[config.mk]
export PLATFORM = sky130hd
export DESIGN_NAME = acl_config_text_tokenizer_core
export DESIGN_NICKNAME = d
export VERILOG_FILES = /design/src/hw/rtl/acl_tok_pkg.sv /design/src/hw/rtl/acl_tok_front.sv /design/src/hw/rtl/acl_tok_queue.sv /design/src/hw/rtl/acl_tok_back.sv /design/src/hw/rtl/acl_config_text_tokenizer_core.sv
export SDC_FILE = /design/constraint.sdc
export NUM_CORES = 1
export LEC_CHECK = 0
export BUFFER_PORTS_ARGS = -buffer_cell sky130_fd_sc_hd__buf_2
export CAP_MARGIN = 20
export CORE_ASPECT_RATIO = 1.4
export CORE_UTILIZATION = 30
export CTS_BUF_LIST = sky130_fd_sc_hd__clkbuf_2
export CTS_CLUSTER_DIAMETER = 200
export DETAILED_ROUTE_END_ITERATION = 7
export GPL_TIMING_DRIVEN = 0
export PLACE_DENSITY_LB_ADDON = 0.08
export SYNTH_ARGS = -nofsm -noshare
export SYNTH_HDL_FRONTEND = slang
export SYNTH_HIERARCHICAL = 1
export SYNTH_SLANG_ARGS = --single-unit
[constraint.sdc]
create_clock -name i_clk -period 7.68 [get_ports i_clk]
set_input_delay 1.536 -clock i_clk [delete_from_list [all_inputs] [get_ports i_clk]]
set_output_delay 1.536 -clock i_clk [all_outputs]
set_load 0.005 [all_outputs]
[src/hw/rtl/acl_tok_pkg.sv]
// Package for the access-control configuration text tokenizer.
// Holds character codes, result kind codes, the classified-byte struct and keyword tables.
// No dependencies.
package acl_tok_pkg;

    localparam logic [7:0] CH_HASH  = 8'h23;
    localparam logic [7:0] CH_AT    = 8'h40;
    localparam logic [7:0] CH_EQ    = 8'h3D;
    localparam logic [7:0] CH_NL    = 8'h0A;
    localparam logic [7:0] CH_QUOTE = 8'h22;
    localparam logic [7:0] CH_SPACE = 8'h20;
    localparam logic [7:0] CH_TAB   = 8'h09;
    localparam logic [7:0] CH_UC_R  = 8'h52;
    localparam logic [7:0] CH_UC_W  = 8'h57;
    localparam logic [7:0] CH_PLUS  = 8'h2B;
    localparam logic [7:0] CH_MINUS = 8'h2D;
    localparam logic [7:0] CH_LC_R  = 8'h72;
    localparam logic [7:0] CH_LC_I  = 8'h69;
    localparam logic [7:0] CH_LC_C  = 8'h63;
    localparam logic [7:0] CH_LC_E  = 8'h65;
    localparam logic [7:0] CH_LC_P  = 8'h70;
    localparam logic [7:0] CH_LC_O  = 8'h6F;

    // Depth of the queue between front and back.
    localparam int Q_DEPTH = 2;

    typedef enum logic [3:0] {
        K_MNAME   = 4'd0,
        K_MVALUE  = 4'd1,
        K_MEND    = 4'd2,
        K_REPO    = 4'd3,
        K_REPOEND = 4'd4,
        K_USER    = 4'd5,
        K_RULEEND = 4'd6,
        K_INC     = 4'd7,
        K_INCEND  = 4'd8,
        K_SYNTAX  = 4'd9,
        K_LENGTH  = 4'd10
    } t_kind;

    // One byte after classification by the front.
    typedef struct packed {
        logic [7:0] ch;
        logic       first;     // restart parser before this byte
        logic       parse_en;  // byte lies outside a comment
        logic       is_ws;
        logic       is_nl;
        logic       is_eq;
        logic       is_at;
        logic       is_quote;
    } t_cls;

    // Letters of "include" after the leading i, position 1..6.
    function automatic logic [7:0] f_include_char(input logic [2:0] p);
        logic [7:0] r;
        case (p)
            3'd1:    r = 8'h6E;
            3'd2:    r = 8'h63;
            3'd3:    r = 8'h6C;
            3'd4:    r = 8'h75;
            3'd5:    r = 8'h64;
            3'd6:    r = 8'h65;
            default: r = 8'h00;
        endcase
        return r;
    endfunction

    // Letters of "config" after the leading c, position 1..5.
    function automatic logic [7:0] f_config_char(input logic [2:0] p);
        logic [7:0] r;
        case (p)
            3'd1:    r = 8'h6F;
            3'd2:    r = 8'h6E;
            3'd3:    r = 8'h66;
            3'd4:    r = 8'h69;
            3'd5:    r = 8'h67;
            default: r = 8'h00;
        endcase
        return r;
    endfunction

endpackage

[src/hw/rtl/acl_tok_front.sv]
// Front stage of the tokenizer: accepts bytes, tracks comments, classifies characters.
// Depends on acl_tok_pkg.
module acl_tok_front
    import acl_tok_pkg::*;
(
    input  logic       i_clk,
    input  logic       i_rst_n,
    input  logic       i_in_valid,
    output logic       o_in_ready,
    input  logic [7:0] i_text_byte,
    input  logic       i_first_of_file,
    input  logic       i_q_full,
    output logic       o_push,
    output t_cls       o_item
);

    logic r_in_comment;
    logic n_in_comment;
    logic w_is_nl;

    assign o_in_ready = !i_q_full;
    assign o_push     = i_in_valid && !i_q_full;
    assign w_is_nl    = (i_text_byte == CH_NL);

    // Comment runs from '#' up to, not including, the newline.
    always_comb begin
        n_in_comment = i_first_of_file ? 1'b0 : r_in_comment;
        if (!n_in_comment && i_text_byte == CH_HASH) begin
            n_in_comment = 1'b1;
        end
        if (n_in_comment && w_is_nl) begin
            n_in_comment = 1'b0;
        end
    end

    always_comb begin
        o_item.ch       = i_text_byte;
        o_item.first    = i_first_of_file;
        o_item.parse_en = !n_in_comment;
        o_item.is_ws    = (i_text_byte == CH_SPACE) || (i_text_byte == CH_TAB);
        o_item.is_nl    = w_is_nl;
        o_item.is_eq    = (i_text_byte == CH_EQ);
        o_item.is_at    = (i_text_byte == CH_AT);
        o_item.is_quote = (i_text_byte == CH_QUOTE);
    end

    always_ff @(posedge i_clk) begin
        if (!i_rst_n) begin
            r_in_comment <= 1'b0;
        end else if (o_push) begin
            r_in_comment <= n_in_comment;
        end
    end

endmodule

[src/hw/rtl/acl_tok_queue.sv]
// Short register queue of classified bytes between front and back.
// Depends on acl_tok_pkg.
module acl_tok_queue
    import acl_tok_pkg::*;
(
    input  logic i_clk,
    input  logic i_rst_n,
    input  logic i_push,
    input  t_cls i_item,
    output logic o_full,
    output logic o_valid,
    output t_cls o_item,
    input  logic i_pop
);

    localparam int AW = (Q_DEPTH > 1) ? $clog2(Q_DEPTH) : 1;

    t_cls            r_mem [Q_DEPTH];
    logic [AW-1:0]   r_wr;
    logic [AW-1:0]   r_rd;
    logic [AW:0]     r_cnt;
    logic            w_push;
    logic            w_pop;

    assign o_full  = (r_cnt == (AW+1)'(Q_DEPTH));
    assign o_valid = (r_cnt != '0);
    assign o_item  = r_mem[r_rd];
    assign w_push  = i_push && !o_full;
    assign w_pop   = i_pop && o_valid;

    always_ff @(posedge i_clk) begin
        if (w_push) begin
            r_mem[r_wr] <= i_item;
        end
    end

    always_ff @(posedge i_clk) begin
        if (!i_rst_n) begin
            r_wr  <= '0;
            r_rd  <= '0;
            r_cnt <= '0;
        end else begin
            if (w_push) begin
                r_wr <= (r_wr == AW'(Q_DEPTH - 1)) ? '0 : r_wr + AW'(1);
            end
            if (w_pop) begin
                r_rd <= (r_rd == AW'(Q_DEPTH - 1)) ? '0 : r_rd + AW'(1);
            end
            case ({w_push, w_pop})
                2'b10:   r_cnt <= r_cnt + (AW+1)'(1);
                2'b01:   r_cnt <= r_cnt - (AW+1)'(1);
                default: r_cnt <= r_cnt;
            endcase
        end
    end

endmodule

[src/hw/rtl/acl_tok_back.sv]
// Back stage of the tokenizer: parse state machine, line counter and result register.
// Depends on acl_tok_pkg.
module acl_tok_back
    import acl_tok_pkg::*;
#(
    parameter int NAME_MAX_LEN  = 31,
    parameter int VALUE_MAX_LEN = 1023,
    parameter int LINE_BITS     = 16
) (
    input  logic        i_clk,
    input  logic        i_rst_n,
    input  logic        i_item_valid,
    input  t_cls        i_item,
    output logic        o_item_pop,
    output logic        o_out_valid,
    input  logic        i_out_ready,
    output logic [3:0]  o_kind,
    output logic [7:0]  o_out_byte,
    output logic [15:0] o_line_number
);

    localparam int MAX_LEN = (NAME_MAX_LEN > VALUE_MAX_LEN) ? NAME_MAX_LEN : VALUE_MAX_LEN;
    localparam int POS_RAW = $clog2(MAX_LEN + 1);
    // Keyword matching counts up to six.
    localparam int POS_W   = (POS_RAW < 3) ? 3 : POS_RAW;
    localparam logic [POS_W-1:0] NAME_LIM  = POS_W'(NAME_MAX_LEN);
    localparam logic [POS_W-1:0] VALUE_LIM = POS_W'(VALUE_MAX_LEN);
    localparam logic [LINE_BITS-1:0] LINE_MAX = '1;

    typedef enum logic [4:0] {
        ST_IDLE          = 5'd0,
        ST_MNAME         = 5'd1,
        ST_MWS           = 5'd2,
        ST_MWS1          = 5'd3,
        ST_MVALUE        = 5'd4,
        ST_REPO          = 5'd5,
        ST_REPO_WS1      = 5'd6,
        ST_REPODEF       = 5'd7,
        ST_ACL_PRE       = 5'd8,
        ST_ACL_FLAGS     = 5'd9,
        ST_ACL_WS1       = 5'd10,
        ST_REFSPEC       = 5'd11,
        ST_ACL_WS2       = 5'd12,
        ST_ACL_WS3       = 5'd13,
        ST_USERS         = 5'd14,
        ST_ACL_IGNORE    = 5'd15,
        ST_INCLUDE       = 5'd16,
        ST_INC_WS1       = 5'd17,
        ST_INC_PATH      = 5'd18,
        ST_CONFIG        = 5'd19,
        ST_CONFIG_IGNORE = 5'd20
    } t_state;

    typedef struct packed {
        t_state           st;
        logic             rd;
        logic [POS_W-1:0] pos;
        logic             emit;
        logic             fail;
        t_kind            kind;
        logic [7:0]       ch;
    } t_pst;

    t_state                r_state;
    logic                  r_read_seen;
    logic [POS_W-1:0]      r_pos;
    logic [LINE_BITS-1:0]  r_line;
    logic                  r_halted;
    logic                  r_out_valid;
    logic [3:0]            r_kind;
    logic [7:0]            r_byte;
    logic [15:0]           r_line_out;

    t_pst                  n_pst;
    logic [LINE_BITS-1:0]  n_line;
    logic                  n_halted;
    logic [LINE_BITS-1:0]  w_line_b;
    logic                  w_halted_b;
    logic                  w_res;

    function automatic t_pst f_emit(input t_pst s, input t_kind k, input logic [7:0] c);
        t_pst r;
        r      = s;
        r.emit = 1'b1;
        r.kind = k;
        r.ch   = c;
        return r;
    endfunction

    function automatic t_pst f_fail(input t_pst s, input t_kind k);
        t_pst r;
        r      = f_emit(s, k, 8'h00);
        r.fail = 1'b1;
        return r;
    endfunction

    // Byte-collecting states: terminator, length check, then emit.
    function automatic t_pst f_collect(input t_pst s, input logic term, input t_state nxt,
                                       input t_kind kend, input logic [POS_W-1:0] lim,
                                       input t_kind kbyte, input logic [7:0] c,
                                       input logic clr_pos);
        t_pst r;
        r = s;
        if (term) begin
            r.st = nxt;
            if (clr_pos) begin
                r.pos = '0;
            end
            r = f_emit(r, kend, 8'h00);
        end else if (s.pos >= lim) begin
            r = f_fail(r, K_LENGTH);
        end else begin
            r.pos = s.pos + POS_W'(1);
            r = f_emit(r, kbyte, c);
        end
        return r;
    endfunction

    function automatic t_pst f_flags(input t_pst s, input t_cls x);
        t_pst r;
        r = s;
        if (x.ch == CH_UC_R) begin
            r.rd = 1'b1;
        end else if (x.ch == CH_UC_W || x.ch == CH_PLUS || x.ch == CH_MINUS) begin
            r = s;
        end else if (x.is_eq) begin
            r.pos = '0;
            r.st  = s.rd ? ST_ACL_WS3 : ST_ACL_IGNORE;
        end else if (x.ch == CH_LC_C) begin
            r.pos = '0;
            r.st  = ST_CONFIG;
        end else if (x.ch == CH_LC_R) begin
            r.pos = '0;
            r.st  = ST_REPO;
        end else if (!x.is_ws) begin
            r = f_fail(r, K_SYNTAX);
        end else begin
            r.st  = ST_ACL_WS1;
            r.pos = '0;
        end
        return r;
    endfunction

    function automatic t_pst f_parse(input t_pst s, input t_cls x);
        t_pst             r;
        logic [POS_W-1:0] p;
        r = s;
        p = s.pos + POS_W'(1);
        case (s.st)
            ST_IDLE: begin
                r.pos = '0;
                if (x.is_at) begin
                    r.st = ST_MNAME;
                end else if (x.ch == CH_LC_R) begin
                    r.st = ST_REPO;
                end else if (x.ch == CH_LC_I) begin
                    r.st = ST_INCLUDE;
                end else if (x.ch == CH_LC_C) begin
                    r.st = ST_CONFIG;
                end
            end
            ST_MNAME: begin
                if (x.is_eq) begin
                    r.st = ST_MWS1;
                end else if (x.is_ws) begin
                    r.st = ST_MWS;
                end else if (s.pos >= NAME_LIM) begin
                    r = f_fail(r, K_LENGTH);
                end else begin
                    r.pos = p;
                    r = f_emit(r, K_MNAME, x.ch);
                end
            end
            ST_MWS: begin
                if (x.is_eq) begin
                    r.st = ST_MWS1;
                end else if (!x.is_ws) begin
                    r = f_fail(r, K_SYNTAX);
                end
            end
            ST_MWS1: begin
                r.pos = '0;
                if (!x.is_ws) begin
                    r.st = ST_MVALUE;
                    r = f_collect(r, x.is_nl, ST_IDLE, K_MEND, VALUE_LIM, K_MVALUE, x.ch,
                                  1'b0);
                end
            end
            ST_MVALUE: begin
                r = f_collect(r, x.is_nl, ST_IDLE, K_MEND, VALUE_LIM, K_MVALUE, x.ch, 1'b0);
            end
            ST_REPO: begin
                r.pos = p;
                if ((p == POS_W'(1) && x.ch == CH_LC_E) ||
                    (p == POS_W'(2) && x.ch == CH_LC_P)) begin
                    r.st = ST_REPO;
                end else if (p == POS_W'(3) && x.ch == CH_LC_O) begin
                    r.st = ST_REPO_WS1;
                end else begin
                    r = f_fail(r, K_SYNTAX);
                end
            end
            ST_REPO_WS1: begin
                r.pos = '0;
                if (!x.is_ws) begin
                    r.st = ST_REPODEF;
                    r = f_collect(r, x.is_nl, ST_ACL_PRE, K_REPOEND, NAME_LIM, K_REPO, x.ch,
                                  1'b1);
                end
            end
            ST_REPODEF: begin
                r = f_collect(r, x.is_nl, ST_ACL_PRE, K_REPOEND, NAME_LIM, K_REPO, x.ch, 1'b1);
            end
            ST_ACL_PRE: begin
                r.rd = 1'b0;
                if (x.is_nl) begin
                    r.st = ST_IDLE;
                end else if (!x.is_ws) begin
                    r.st = ST_ACL_FLAGS;
                    r = f_flags(r, x);
                end
            end
            ST_ACL_FLAGS: begin
                r = f_flags(r, x);
            end
            ST_ACL_WS1: begin
                r.pos = '0;
                if (x.is_eq) begin
                    r.st = s.rd ? ST_ACL_WS3 : ST_ACL_IGNORE;
                end else if (!x.is_ws) begin
                    r.st = ST_REFSPEC;
                end
            end
            ST_REFSPEC: begin
                if (x.is_ws) begin
                    r.st = ST_ACL_WS2;
                end
            end
            ST_ACL_WS2: begin
                if (x.is_eq) begin
                    r.pos = '0;
                    r.st  = s.rd ? ST_ACL_WS3 : ST_ACL_IGNORE;
                end else if (!x.is_ws) begin
                    r = f_fail(r, K_SYNTAX);
                end
            end
            ST_ACL_WS3: begin
                if (!x.is_ws) begin
                    r.st = ST_USERS;
                    r = f_collect(r, x.is_nl, ST_ACL_PRE, K_RULEEND, VALUE_LIM, K_USER, x.ch,
                                  1'b1);
                end
            end
            ST_USERS: begin
                r = f_collect(r, x.is_nl, ST_ACL_PRE, K_RULEEND, VALUE_LIM, K_USER, x.ch, 1'b1);
            end
            ST_ACL_IGNORE: begin
                if (x.is_nl) begin
                    r.pos = '0;
                    r.st  = ST_ACL_PRE;
                end
            end
            ST_INCLUDE: begin
                r.pos = p;
                if (p >= POS_W'(1) && p <= POS_W'(6) && x.ch == f_include_char(p[2:0])) begin
                    if (p == POS_W'(6)) begin
                        r.st = ST_INC_WS1;
                    end
                end else begin
                    r = f_fail(r, K_SYNTAX);
                end
            end
            ST_INC_WS1: begin
                r.pos = '0;
                if (x.is_quote) begin
                    r.st = ST_INC_PATH;
                end else if (!x.is_ws) begin
                    r = f_fail(r, K_SYNTAX);
                end
            end
            ST_INC_PATH: begin
                r = f_collect(r, x.is_quote, ST_IDLE, K_INCEND, VALUE_LIM, K_INC, x.ch, 1'b0);
            end
            ST_CONFIG: begin
                r.pos = p;
                if (p >= POS_W'(1) && p <= POS_W'(5) && x.ch == f_config_char(p[2:0])) begin
                    if (p == POS_W'(5)) begin
                        r.st = ST_CONFIG_IGNORE;
                    end
                end else begin
                    r = f_fail(r, K_SYNTAX);
                end
            end
            ST_CONFIG_IGNORE: begin
                if (x.is_nl) begin
                    r.st  = ST_ACL_PRE;
                    r.pos = '0;
                    r.rd  = 1'b0;
                end
            end
            default: begin
                r.st = ST_IDLE;
            end
        endcase
        return r;
    endfunction

    assign o_item_pop = i_item_valid && (!r_out_valid || i_out_ready);

    always_comb begin
        n_pst      = '0;
        n_pst.kind = K_MNAME;
        if (i_item.first) begin
            n_pst.st   = ST_IDLE;
            n_pst.rd   = 1'b0;
            n_pst.pos  = '0;
            w_line_b   = LINE_BITS'(1);
            w_halted_b = 1'b0;
        end else begin
            n_pst.st   = r_state;
            n_pst.rd   = r_read_seen;
            n_pst.pos  = r_pos;
            w_line_b   = r_line;
            w_halted_b = r_halted;
        end
        if (!w_halted_b && i_item.parse_en) begin
            n_pst = f_parse(n_pst, i_item);
        end
        n_halted = w_halted_b || n_pst.fail;
        w_res    = !w_halted_b && n_pst.emit;
        if (!w_halted_b && !n_pst.fail && i_item.is_nl && w_line_b != LINE_MAX) begin
            n_line = w_line_b + LINE_BITS'(1);
        end else begin
            n_line = w_line_b;
        end
    end

    always_ff @(posedge i_clk) begin
        if (!i_rst_n) begin
            r_state     <= ST_IDLE;
            r_read_seen <= 1'b0;
            r_pos       <= '0;
            r_line      <= LINE_BITS'(1);
            r_halted    <= 1'b0;
            r_out_valid <= 1'b0;
        end else begin
            if (o_item_pop) begin
                r_state     <= n_pst.st;
                r_read_seen <= n_pst.rd;
                r_pos       <= n_pst.pos;
                r_line      <= n_line;
                r_halted    <= n_halted;
            end
            if (o_item_pop && w_res) begin
                r_out_valid <= 1'b1;
                r_kind      <= n_pst.kind;
                r_byte      <= n_pst.ch;
                r_line_out  <= 16'(w_line_b);
            end else if (i_out_ready) begin
                r_out_valid <= 1'b0;
            end
        end
    end

    assign o_out_valid   = r_out_valid;
    assign o_kind        = r_kind;
    assign o_out_byte    = r_byte;
    assign o_line_number = r_line_out;

endmodule

[src/hw/rtl/acl_config_text_tokenizer_core.sv]
// Top level of the access-control configuration text tokenizer.
// Depends on acl_tok_pkg, acl_tok_front, acl_tok_queue, acl_tok_back.
//
//  Channel | Handshake                 | Payload
//  --------+---------------------------+-------------------------------------------
//  in      | i_in_valid / o_in_ready   | i_text_byte[7:0], i_first_of_file
//  out     | o_out_valid / i_out_ready | o_kind[3:0], o_out_byte[7:0], o_line_number[15:0]
//
// One byte per cycle sustained while the out channel does not stall. The front tracks
// comments and classifies the byte in the cycle it is accepted, and the byte is written
// into a two-entry queue; the back pops and parses it when the result register is free or
// being read, loading the result register, so a result passes the queue and that register.
// Bytes that give no result (comments, whitespace, keyword letters) still pass the back.
// Reset (i_rst_n low, synchronous) empties the queue and the result register and puts the
// parser in idle on line one. Stalls on the out channel hold the result register; the queue
// absorbs two bytes before o_in_ready drops. i_first_of_file restarts the parser in order
// with the byte stream.
module acl_config_text_tokenizer_core
    import acl_tok_pkg::*;
#(
    parameter int NAME_MAX_LEN  = 31,
    parameter int VALUE_MAX_LEN = 1023,
    parameter int LINE_BITS     = 16
) (
    input  logic        i_clk,
    input  logic        i_rst_n,
    input  logic        i_in_valid,
    output logic        o_in_ready,
    input  logic [7:0]  i_text_byte,
    input  logic        i_first_of_file,
    output logic        o_out_valid,
    input  logic        i_out_ready,
    output logic [3:0]  o_kind,
    output logic [7:0]  o_out_byte,
    output logic [15:0] o_line_number
);

    // front -> queue
    logic w_push;
    t_cls w_push_item;
    logic w_q_full;
    // queue -> back
    logic w_q_valid;
    t_cls w_q_item;
    logic w_pop;

    acl_tok_front u_front (
        .i_clk          (i_clk),
        .i_rst_n        (i_rst_n),
        .i_in_valid     (i_in_valid),
        .o_in_ready     (o_in_ready),
        .i_text_byte    (i_text_byte),
        .i_first_of_file(i_first_of_file),
        .i_q_full       (w_q_full),
        .o_push         (w_push),
        .o_item         (w_push_item)
    );

    acl_tok_queue u_queue (
        .i_clk  (i_clk),
        .i_rst_n(i_rst_n),
        .i_push (w_push),
        .i_item (w_push_item),
        .o_full (w_q_full),
        .o_valid(w_q_valid),
        .o_item (w_q_item),
        .i_pop  (w_pop)
    );

    // Parser, line counter and the result register that decouples the out channel.
    acl_tok_back #(
        .NAME_MAX_LEN (NAME_MAX_LEN),
        .VALUE_MAX_LEN(VALUE_MAX_LEN),
        .LINE_BITS    (LINE_BITS)
    ) u_back (
        .i_clk        (i_clk),
        .i_rst_n      (i_rst_n),
        .i_item_valid (w_q_valid),
        .i_item       (w_q_item),
        .o_item_pop   (w_pop),
        .o_out_valid  (o_out_valid),
        .i_out_ready  (i_out_ready),
        .o_kind       (o_kind),
        .o_out_byte   (o_out_byte),
        .o_line_number(o_line_number)
    );

endmodule

==> impl_metrics.json, run 1 <==
{
  "run_status": "complete, no violations",
  "ir_drop_mv": 0.111,
  "final-hold-violation-count": 0,
  "layout_commonest_cell": "nor2_1",
  "reg2reg_setup_slack_ps": 450,
  "vias": 6803,
  "synth.avg_cell_area_um2": 8.34,
  "tightestPinTransition_ps": 1040,
  "cts_tree": "built",
  "drtIter0Drc": 700,
  "cts_buffer_depth": 2,
  "cp_common_cell": "buf_2",
  "post_cts_buffers": 0,
  "cpMaxStageDelayCell": "nor4b_1",
  "std_cell_rows": 66,
  "grt_pass1_vias": 6618,
  "grt_start_max_net_pins": 22,
  "clk_pin_slew_ps": 280,
  "synth_edf_count": 58,
  "ys_async_sr_fraction": 0,
  "fin_tns_setup_ps": 0,
  "final_core_util": 0.339,
  "avgRoutedWirePerCell_um": 20.9,
  "internal-power_mw": 0.967,
  "period_share": 0.941,
  "whs_path_depth": 2,
  "yosys_register_bits": 98,
  "fin_hold_ws_ps": 500,
  "synth_fa_ha_area_frac": 0.0177,
  "io_pins": 43,
  "grt_pass1_wl_mm": 38.9,
  "initial_core_util": 0.305,
  "nets": 923,
  "cts.sinks": 98,
  "wl_mm": 25.4,
  "die_w_um": 132,
  "ant_nets": 0,
  "power_mw": 1.77,
  "place_area_mm2": 0.00769,
  "place_inst": 1195,
  "track_usage": 0.212,
  "syn_inst": 846,
  "synth_xor_area_frac": 0.0248,
  "r2r-end": "u_back/o_out_valid",
  "firstDrtPassIters": 5,
  "place_hpwl_mm": 19.3,
  "portBuffers": 42,
  "p_per_area_mw_per_mm2": 226,
  "ys.warnings.count": 6,
  "synth_seq_area_share": 0.360,
  "cap_violations": 0,
  "combPwrFrac": 0.470,
  "die_h_um": 183,
  "switching_share": 0.453,
  "dieArea_mm2": 0.0241,
  "vias_per_cell": 5.61,
  "reg2reg_depth": 20,
  "rsz0062_at_grt": "no",
  "antenna_found_initial": 1,
  "path_delay_family": "simple AND/OR/NAND/NOR gates",
  "synth.distinct_cells": 87,
  "p_switching_mw": 0.802,
  "numCtsBuffers": 9,
  "dominantRegCellSynth": "edfxtp_1",
  "drc": 0,
  "crit_buf_inv": 9,
  "synth_compound_area_frac": 0.220,
  "overflow": 0,
  "path_max_fanout": 21,
  "htree_levels": 3,
  "leakage_nw": 2.66,
  "clock_skew_ps": 51.3,
  "pwr-share-seq": 0.358,
  "fin_area_mm2": 0.00784,
  "timing.slew.headroom": 0.299,
  "dp_slack_ps": 528,
  "fin_cells": 1212,
  "path_cells": "clkbuf_1, buf_4, mux2_2, buf_6, buf_2, buf_1, clkbuf_1, nor2b_1, ha_1, buf_2, buf_2, nor2_1, nor4_1, nor3_1, nor4b_1, a31oi_1, nor4b_1, a41oi_4, buf_16, o21bai_1",
  "synth_area_mm2": 0.00705,
  "cts_hold_buf": 0,
  "synthMuxAreaShare": 0.0312,
  "max_stage_delay_ps": 920,
  "setup_ws_ps": 454,
  "clk_latency_ps": 670,
  "synth-simple-area-share": 0.281,
  "core-area_mm2": 0.0231,
  "slew_violations": 0,
  "gp_congestion": 0.960,
  "arrival_ps": 7800,
  "hold_start": "u_back/r_read_seen",
  "cts_resized": 0,
  "min_path_type": "reg -> reg",
  "cp_data_required_time_ps": 8250,
  "clkPwrFrac": 0.172,
  "start_kind": "register",
  "cp-end-kind": "register",
  "syn_nets": 869,
  "drive_gt1_frac": 0.130,
  "fin_crit_ps": 7230,
  "setup_viol": 0,
  "syn_to_final_growth_pct": 11.1,
  "path_class": "reg -> reg",
  "cts-root-buf": "clkbuf_2",
  "max_freq_mhz": 138,
  "synth_top_family_by_area": "simple AND/OR/NAND/NOR gates",
  "min_to": "u_back/r_read_seen",
  "most-common-layout-cells": "91 x nor2_1, 61 x nand2_1, 58 x edfxtp_1, 52 x buf_2, 51 x o21ai_0"
}
==> synthesized netlist by cell type, types with 12 or more instances <==
master    count  share of area
a21oi_1      46          0.033
a31oi_1      15          0.013
and2_1       21          0.019
buf_4        12          0.013
clkbuf_1     41          0.022
dfxtp_1      40           0.11
edfxtp_1     58           0.25
inv_1        27          0.014
mux2_2       12          0.019
nand2_1      61          0.032
nand2b_1     13          0.012
nand3_1      31          0.022
nand4_1      14          0.012
nor2_1       91          0.048
nor2b_1      35          0.031
nor3_1       31          0.022
o21ai_0      51          0.036
xnor2_1      15          0.019
==> power groups by stage <==
stage          Sequential [mW]  Combinational [mW]  Clock, mW
5_1_grt                  0.639               0.898      0.337
2_1_floorplan            0.638               0.549          0
3_3_place_gp             0.644               0.837          0
4_1_cts                  0.634               0.825      0.323
3_5_place_dp             0.645               0.821          0
6_report                 0.633               0.832      0.305
==> area by class of cell <==
class	instances	area [um^2]
fillers	2537	15300
multi-input cells	649	4080
flip-flops and latches	98	2540
well taps	306	383
plain buffers	70	343
repair buffers	43	238
inverters	29	109
clock inverters	6	90.1
clock buffers	10	50.0
diodes	1	2.50
==> routing by layer <==
layer	wire [um]	vias up	GRT usage
met2	12800	236	0.381
met4	1160	0	0.118
met1	10400	3245	0.241
li1	-	3248	-
met5	0	-	0
met3	974	74	0.0295
==> kinds of logic after synthesis <==
family	count (synthesis)
xor+xnor	20
mux	20
buf+inv	99
compound gates	227
fa+ha+maj	10
flops	98
simple gates	372
==> registers in the layout, summed over array words and instances, names as in the netlist, 2 cells and up, named ones only <==
signal / count
u_back/o_line_number: 16
u_back/r_line: 16
u_back/o_kind: 4
u_back/r_pos: 10
u_back/r_state: 5
u_queue/r_cnt: 2
u_queue/r_mem: 30
u_back/o_out_byte: 8
==> worst max-delay path by stage <==
stage,endpoint,startpoint,cells after the start
2_1_floorplan,u_back/o_kind[0],register,18
3_3_place_gp,u_back/o_line_number[0],register,18
3_5_place_dp,u_back/o_out_valid,register,20
4_1_cts,u_back/o_out_valid,register,20
5_1_grt,u_back/o_out_valid,register,20
6_report,u_back/o_out_valid,register,20
==> worst reg2reg max path, cell delays in order (launching register included) <==
cell and delay (ps):
dfxtp_1 370, clkbuf_1 290, buf_4 270, mux2_2 360, buf_6 150, buf_2 230, buf_1 340, clkbuf_1 410
nor2b_1 600, ha_1 310, buf_2 230, buf_2 280, nor2_1 120, nor4_1 410, nor3_1 100, nor4b_1 500
a31oi_1 250, nor4b_1 920, a41oi_4 520, buf_16 330, o21bai_1 180
(Power assumes the default switching activity.)
==> run 2, diff against run 1 <==
--- a/config.mk
+++ b/config.mk
@@ -16,5 +16,4 @@
 export PLACE_DENSITY_LB_ADDON = 0.08
 export SYNTH_ARGS = -nofsm -noshare
 export SYNTH_HDL_FRONTEND = slang
-export SYNTH_HIERARCHICAL = 1
 export SYNTH_SLANG_ARGS = --single-unit
==> impl_metrics.json, run 2 <==
{
  "largest_reg_flops": 30,
  "cp_data_required_time_ps": 8120,
  "synth_edf_count": 58,
  "std_cell_rows": 66,
  "tightestPinTransition_ps": 1050,
  "path_max_fanout": 10,
  "fill_cells": 2506,
  "largest-register": "u_queue.r_mem",
  "final-hold-violation-count": 0,
  "drtIter0Drc": 505,
  "vias": 7354,
  "gp_congestion": 0.949,
  "cts-root-buf": "clkbuf_2",
  "ir_drop_mv": 0.0819,
  "path_cells": "buf_4, mux2i_1, buf_2, clkbuf_1, clkbuf_2, clkbuf_2, clkbuf_1, nand2_1, inv_1, ha_1, clkbuf_1, nand3b_1, mux2i_1, or3_1, o211ai_1, a221oi_1, o211ai_2, nor2_1, a2111oi_4, buf_2, buf_4",
  "ant_nets": 0,
  "cp_common_cell": "clkbuf_1",
  "drive_gt1_frac": 0.117,
  "place_inst": 1217,
  "grt_use_met2": 0.426,
  "io_pins": 43,
  "place_hpwl_mm": 21.2,
  "top_usage_layer": "met2",
  "fin_crit_ps": 7140,
  "yosysTopAreaCell": "edfxtp_1",
  "timing.slew.headroom": 0.293,
  "ys.warnings.count": 0,
  "syn_nets": 883,
  "rsz0062_at_grt": "no",
  "ys_async_sr_fraction": 0,
  "overflow": 0,
  "max_freq_mhz": 140,
  "cap_violations": 0,
  "syn_inst": 863,
  "clk_pin_slew_ps": 280,
  "grt_pass1_wl_mm": 41.7,
  "cts_tree": "built",
  "slew_violations": 0,
  "cpMaxStageDelayCell": "a2111oi_4",
  "core-area_mm2": 0.0232,
  "portBuffers": 42,
  "firstDrtPassIters": 7,
  "avgRoutedWirePerCell_um": 22.4,
  "wl_mm": 27.7,
  "synth_seq_area_share": 0.360,
  "nets": 942,
  "setup_viol": 0,
  "die_w_um": 132,
  "period_share": 0.930,
  "vias_per_cell": 5.95,
  "synthTopCellsByCount": "91 x nand2_1, 80 x a21oi_1, 71 x nor2_1, 58 x edfxtp_1, 50 x o21ai_0",
  "p_per_area_mw_per_mm2": 207,
  "synth.avg_cell_area_um2": 8.18,
  "met1_usage": 0.248,
  "netlist.area_leader.share": 0.247,
  "min_path_type": "reg -> reg",
  "fin_cells": 1235,
  "antenna_found_initial": 2,
  "die_h_um": 184,
  "synth_area_mm2": 0.00706,
  "synth_most_common_cell": "nand2_1",
  "grt_pass1_vias": 6997,
  "layout_commonest_cell": "nand2_1",
  "grt_start_max_net_pins": 17,
  "drc": 0,
  "initial_core_util": 0.304,
  "most-common-layout-cells": "91 x nand2_1, 80 x a21oi_1, 71 x nor2_1, 58 x edfxtp_1, 52 x buf_2",
  "ys_top_cells_by_area": "edfxtp_1 25%, dfxtp_1 11%, a21oi_1 5.7%",
  "cts.sinks": 98,
  "max_stage_delay_ps": 650,
  "numCtsBuffers": 9,
  "dieArea_mm2": 0.0242,
  "synth.distinct_cells": 86,
  "arrival_ps": 7580,
  "run_status": "complete, no violations",
  "clk_latency_ps": 690,
  "final_core_util": 0.338,
  "dominantRegCellSynth": "edfxtp_1",
  "start_kind": "register",
  "cts_hold_buf": 0,
  "syn_to_final_growth_pct": 11.0,
  "cp-end-kind": "register",
  "clock_skew_ps": 43.1,
  "yosys_register_bits": 98,
  "htree_levels": 3,
  "leakage_nw": 2.66,
  "path_class": "reg -> reg",
  "grt_util_met3": 0.0314,
  "cts_buffer_depth": 2,
  "track_usage": 0.228
}
run 2: critical path, delay by kind of cell (launching register included):
family	cells	cell delay [ps]
AO/OA/AOI/OAI	4	1190
multiplexers	2	520
adder cells (fa/ha/maj)	1	360
buffers and inverters	10	3520
AND/OR/NAND/NOR	4	940
flip-flops	1	370
run 2: power breakdown:
part           switching [mW]  leakage [nW]  internal, mW  total, mW
clock network           0.200        0.0741        0.0802      0.280
logic                   0.514          1.72         0.201      0.715
registers              0.0280         0.860         0.595      0.623
run 2: cells by family after synthesis:
| logic type | after synthesis | share of synthesized area |
|---|---|---|
| compound gates | 268 | 0.255 |
| simple gates | 378 | 0.278 |
| flops | 98 | 0.360 |
| buf+inv | 75 | 0.0434 |
| xor+xnor | 16 | 0.0199 |
| fa+ha+maj | 7 | 0.0124 |
| mux | 21 | 0.0310 |
run 2: area by class of cell:
type / count / area, um^2 / share of cell area
Antenna cell: 2 / 5.00 / 0.000639
Buffer: 59 / 249 / 0.0318
Clock buffer: 11 / 55.1 / 0.00703
Clock inverter: 5 / 62.6 / 0.00798
Inverter: 16 / 60.1 / 0.00766
Multi-Input combinational cell: 690 / 4230 / 0.540
Sequential cell: 98 / 2540 / 0.324
Tap cell: 306 / 383 / 0.0489
Timing Repair Buffer: 48 / 250 / 0.0319
run 2: through the flow:
step / TNS [ps] / worst slack (ps) / total power, mW / hold WS, ps / cell area (um^2)
finish: 0 / 541 / 1.62 / 516 / 7840
global route: 0 / 199 / 1.70 / 552 / 7840
CTS: 0 / 94.9 / 1.62 / 516 / 7830
detailed placement: -959 / -185 / 1.33 / 485 / 7700
global placement: -136400 / -4720 / 1.34 / 482 / 7650
floorplan: 0 / 96.4 / 1.08 / 449 / 7060
run 2: worst paths after layout:
kind	cells past startpoint	endpoint	from	slack, ps
max reg2reg	21	u_back.o_line_number[4]	register	540
min reg2reg	2	u_back.r_read_seen	u_back.r_read_seen	520
max	21	u_back.o_line_number[4]	register	540
min	2	u_back.r_read_seen	u_back.r_read_seen	520
run 2: repair_timing:
item / in CTS / in global routing
setup endpoints to repair: 11 / 17
resized for setup: 1 / 4
setup buffers: 0 / 0
run 2: routing by layer:
layer,routed length (um),vias to the layer above
met4,1250,0
met1,11000,3604
li1,-,3414
met2,14400,257
met3,1070,79
met5,0,-
==> run 3, diff against run 2 <==
--- a/config.mk
+++ b/config.mk
@@ -5,6 +5,7 @@
 export SDC_FILE = /design/constraint.sdc
 export NUM_CORES = 1
 export LEC_CHECK = 0
+export ABC_AREA = 1
 export BUFFER_PORTS_ARGS = -buffer_cell sky130_fd_sc_hd__buf_2
 export CAP_MARGIN = 20
 export CORE_ASPECT_RATIO = 1.4
==> impl_metrics.json, run 3 <==
{
  "setup_viol": 0,
  "die_h_um": 183,
  "largest-register": "u_queue.r_mem",
  "overflow": 0,
  "r2r-end": "u_back.o_line_number[8]",
  "grt_pass1_vias": 7145,
  "cts.sinks": 98,
  "antenna_found_initial": 1,
  "fin_tns_setup_ps": 0,
  "grt_pass1_wl_mm": 40.8,
  "period_share": 0.626,
  "yosys_register_bits": 98,
  "largest_reg_flops": 30,
  "avgRoutedWirePerCell_um": 18.7,
  "dieArea_mm2": 0.0241,
  "drive_gt1_frac": 0.138,
  "track_usage": 0.223,
  "cts_buffer_depth": 2,
  "slew_violations": 0,
  "run_status": "complete, no violations",
  "wl_met3_um": 814,
  "ys_top_cells_by_area": "edfxtp_1 25%, nand2_1 12%, dfxtp_1 11%",
  "topRoutingLayerUsed": "met4",
  "cts-root-buf": "clkbuf_2",
  "cap_violations": 0,
  "cp_data_required_time_ps": 8100,
  "layout_commonest_cell": "nand2_1",
  "yosysTopAreaCell": "edfxtp_1",
  "place_inst": 1382,
  "clk_pin_slew_ps": 310,
  "std_cell_rows": 66,
  "leakage_nw": 3.46,
  "start_kind": "register",
  "most-common-layout-cells": "232 x nand2_1, 144 x inv_1, 130 x nor2_1, 73 x nand3_1, 59 x o21ai_0",
  "nets": 1107,
  "wl_mm": 26.2,
  "drtIter0Drc": 527,
  "synth_edf_count": 58,
  "syn_nets": 1052,
  "vias": 7156,
  "synthMuxAreaShare": 0.00142,
  "ir_drop_mv": 0.140,
  "power_mw": 2.47,
  "place_hpwl_mm": 20.4,
  "arrival_ps": 5230,
  "gp_congestion": 0.920,
  "initial_core_util": 0.305,
  "max_freq_mhz": 208,
  "ant_nets": 0,
  "synth.distinct_cells": 58,
  "timing.slew.headroom": 0.367,
  "fin_cells": 1399,
  "die_w_um": 132,
  "synth_seq_area_share": 0.360,
  "wl_met1_mm": 10.8,
  "reg2reg_setup_slack_ps": 2870,
  "path_max_fanout": 20,
  "whs_path_depth": 1,
  "core-area_mm2": 0.0231,
  "rsz0062_at_grt": "no",
  "min_path_type": "reg -> reg",
  "ys.warnings.count": 0,
  "synth_compound_area_frac": 0.158,
  "netlist.area_leader.share": 0.247,
  "vias_per_cell": 5.12,
  "firstDrtPassIters": 8,
  "post_cts_buffers": 0,
  "tightestPinTransition_ps": 936,
  "ys_async_sr_fraction": 0,
  "synth_area_mm2": 0.00705,
  "cts_hold_buf": 0,
  "path_class": "reg -> reg",
  "synth.avg_cell_area_um2": 6.83,
  "drc": 0,
  "portBuffers": 42,
  "io_pins": 43,
  "dominantRegCellSynth": "edfxtp_1",
  "final-hold-violation-count": 0,
  "syn_inst": 1032,
  "hold_start": "u_queue.r_rd",
  "synthTopCellsByCount": "232 x nand2_1, 144 x inv_1, 132 x nor2_1, 73 x nand3_1, 59 x o21ai_0",
  "synth_fa_ha_area_frac": 0.0124,
  "synth-simple-area-share": 0.362,
  "syn_to_final_growth_pct": 10.9,
  "synth_xor_area_frac": 0.00124,
  "grt_start_max_net_pins": 21,
  "synth_top_family_by_area": "simple AND/OR/NAND/NOR gates",
  "fin_crit_ps": 4810,
  "htree_levels": 3,
  "synth_most_common_cell": "nand2_1",
  "numCtsBuffers": 9,
  "clock_skew_ps": 54.1,
  "cts_resized": 0,
  "cp-end-kind": "register",
  "cts_tree": "built",
  "clk_latency_ps": 670,
  "route.met2.wl_mm": 13.4,
  "p_per_area_mw_per_mm2": 316,
  "reg2reg_depth": 18
}
## run 3: kinds of logic (layout without fill, tap and decap cells)
logic type / after synthesis / after routing
xor gates and xnor gates: 1 / 1
adders and majority gates: 7 / 7
muxes: 1 / 1
AOI/OAI and AO/OA: 189 / 189
buffers and inverters: 183 / 243
other: 0 / 1
and+or+nand+nor: 553 / 553
DFF: 98 / 98
## run 3: critical path: stages (launching register included)
cell and delay (ps):
dfxtp_1 470, buf_6 200, nand2_4 80, nand2_8 140, buf_6 180, nand2_1 110, inv_1 180, ha_1 270
nand4_2 240, nor2_2 290, nand3_1 110, nand2_1 200, nand4_1 140, nor2_2 220, nand4_1 190, a21oi_2 260
nor4b_1 790, nor2_4 220, buf_16 250
## run 3: power breakdown
group          total (mW)  leakage, nW  internal [mW]  switching, mW
sequential          0.691        0.872          0.641         0.0503
clock               0.286       0.0792         0.0820          0.204
combinational        1.50         2.51          0.386           1.11
total                2.47         3.46           1.11           1.37
## run 3: layer usage
metal  vias to the layer above  track usage
met1                      3351        0.255
li1                       3557            -
met5                         -            0
met2                       188        0.403
met3                        60       0.0262
met4                         0        0.127
## run 3: metrics by stage
stage               setup WS (ps)  utilization  instance area [um^2]  hold slack [ps]
floorplan                    3670            -                  7050              426
global placement             1890        0.331                  7650              436
detailed placement           3010        0.333                  7690              442
CTS                          2920        0.338                  7820              469
global route                 2590        0.338                  7820              483
finish                       2870        0.338                  7820              476
## run 3: how the worst max path moves through the flow
stage | start | end | slack [ps]
2_1_floorplan | register | u_back.o_kind[0] | 3670
3_3_place_gp | register | u_back.o_kind[3] | 1890
3_5_place_dp | register | u_back.o_kind[2] | 3010
4_1_cts | register | u_back.o_line_number[10] | 2920
5_1_grt | register | u_back.o_line_number[13] | 2590
6_report | register | u_back.o_line_number[8] | 2870
## run 3: layout make-up
type / instances / area (um^2)
Sequential cell: 98 / 2540
Antenna cell: 1 / 2.50
Clock buffer: 9 / 45.0
Inverter: 158 / 596
Timing Repair Buffer: 44 / 249
Clock inverter: 7 / 81.3
Multi-Input combinational cell: 751 / 3780
Tap cell: 306 / 383
Fill cell: 2639 / 15300
Buffer: 25 / 144
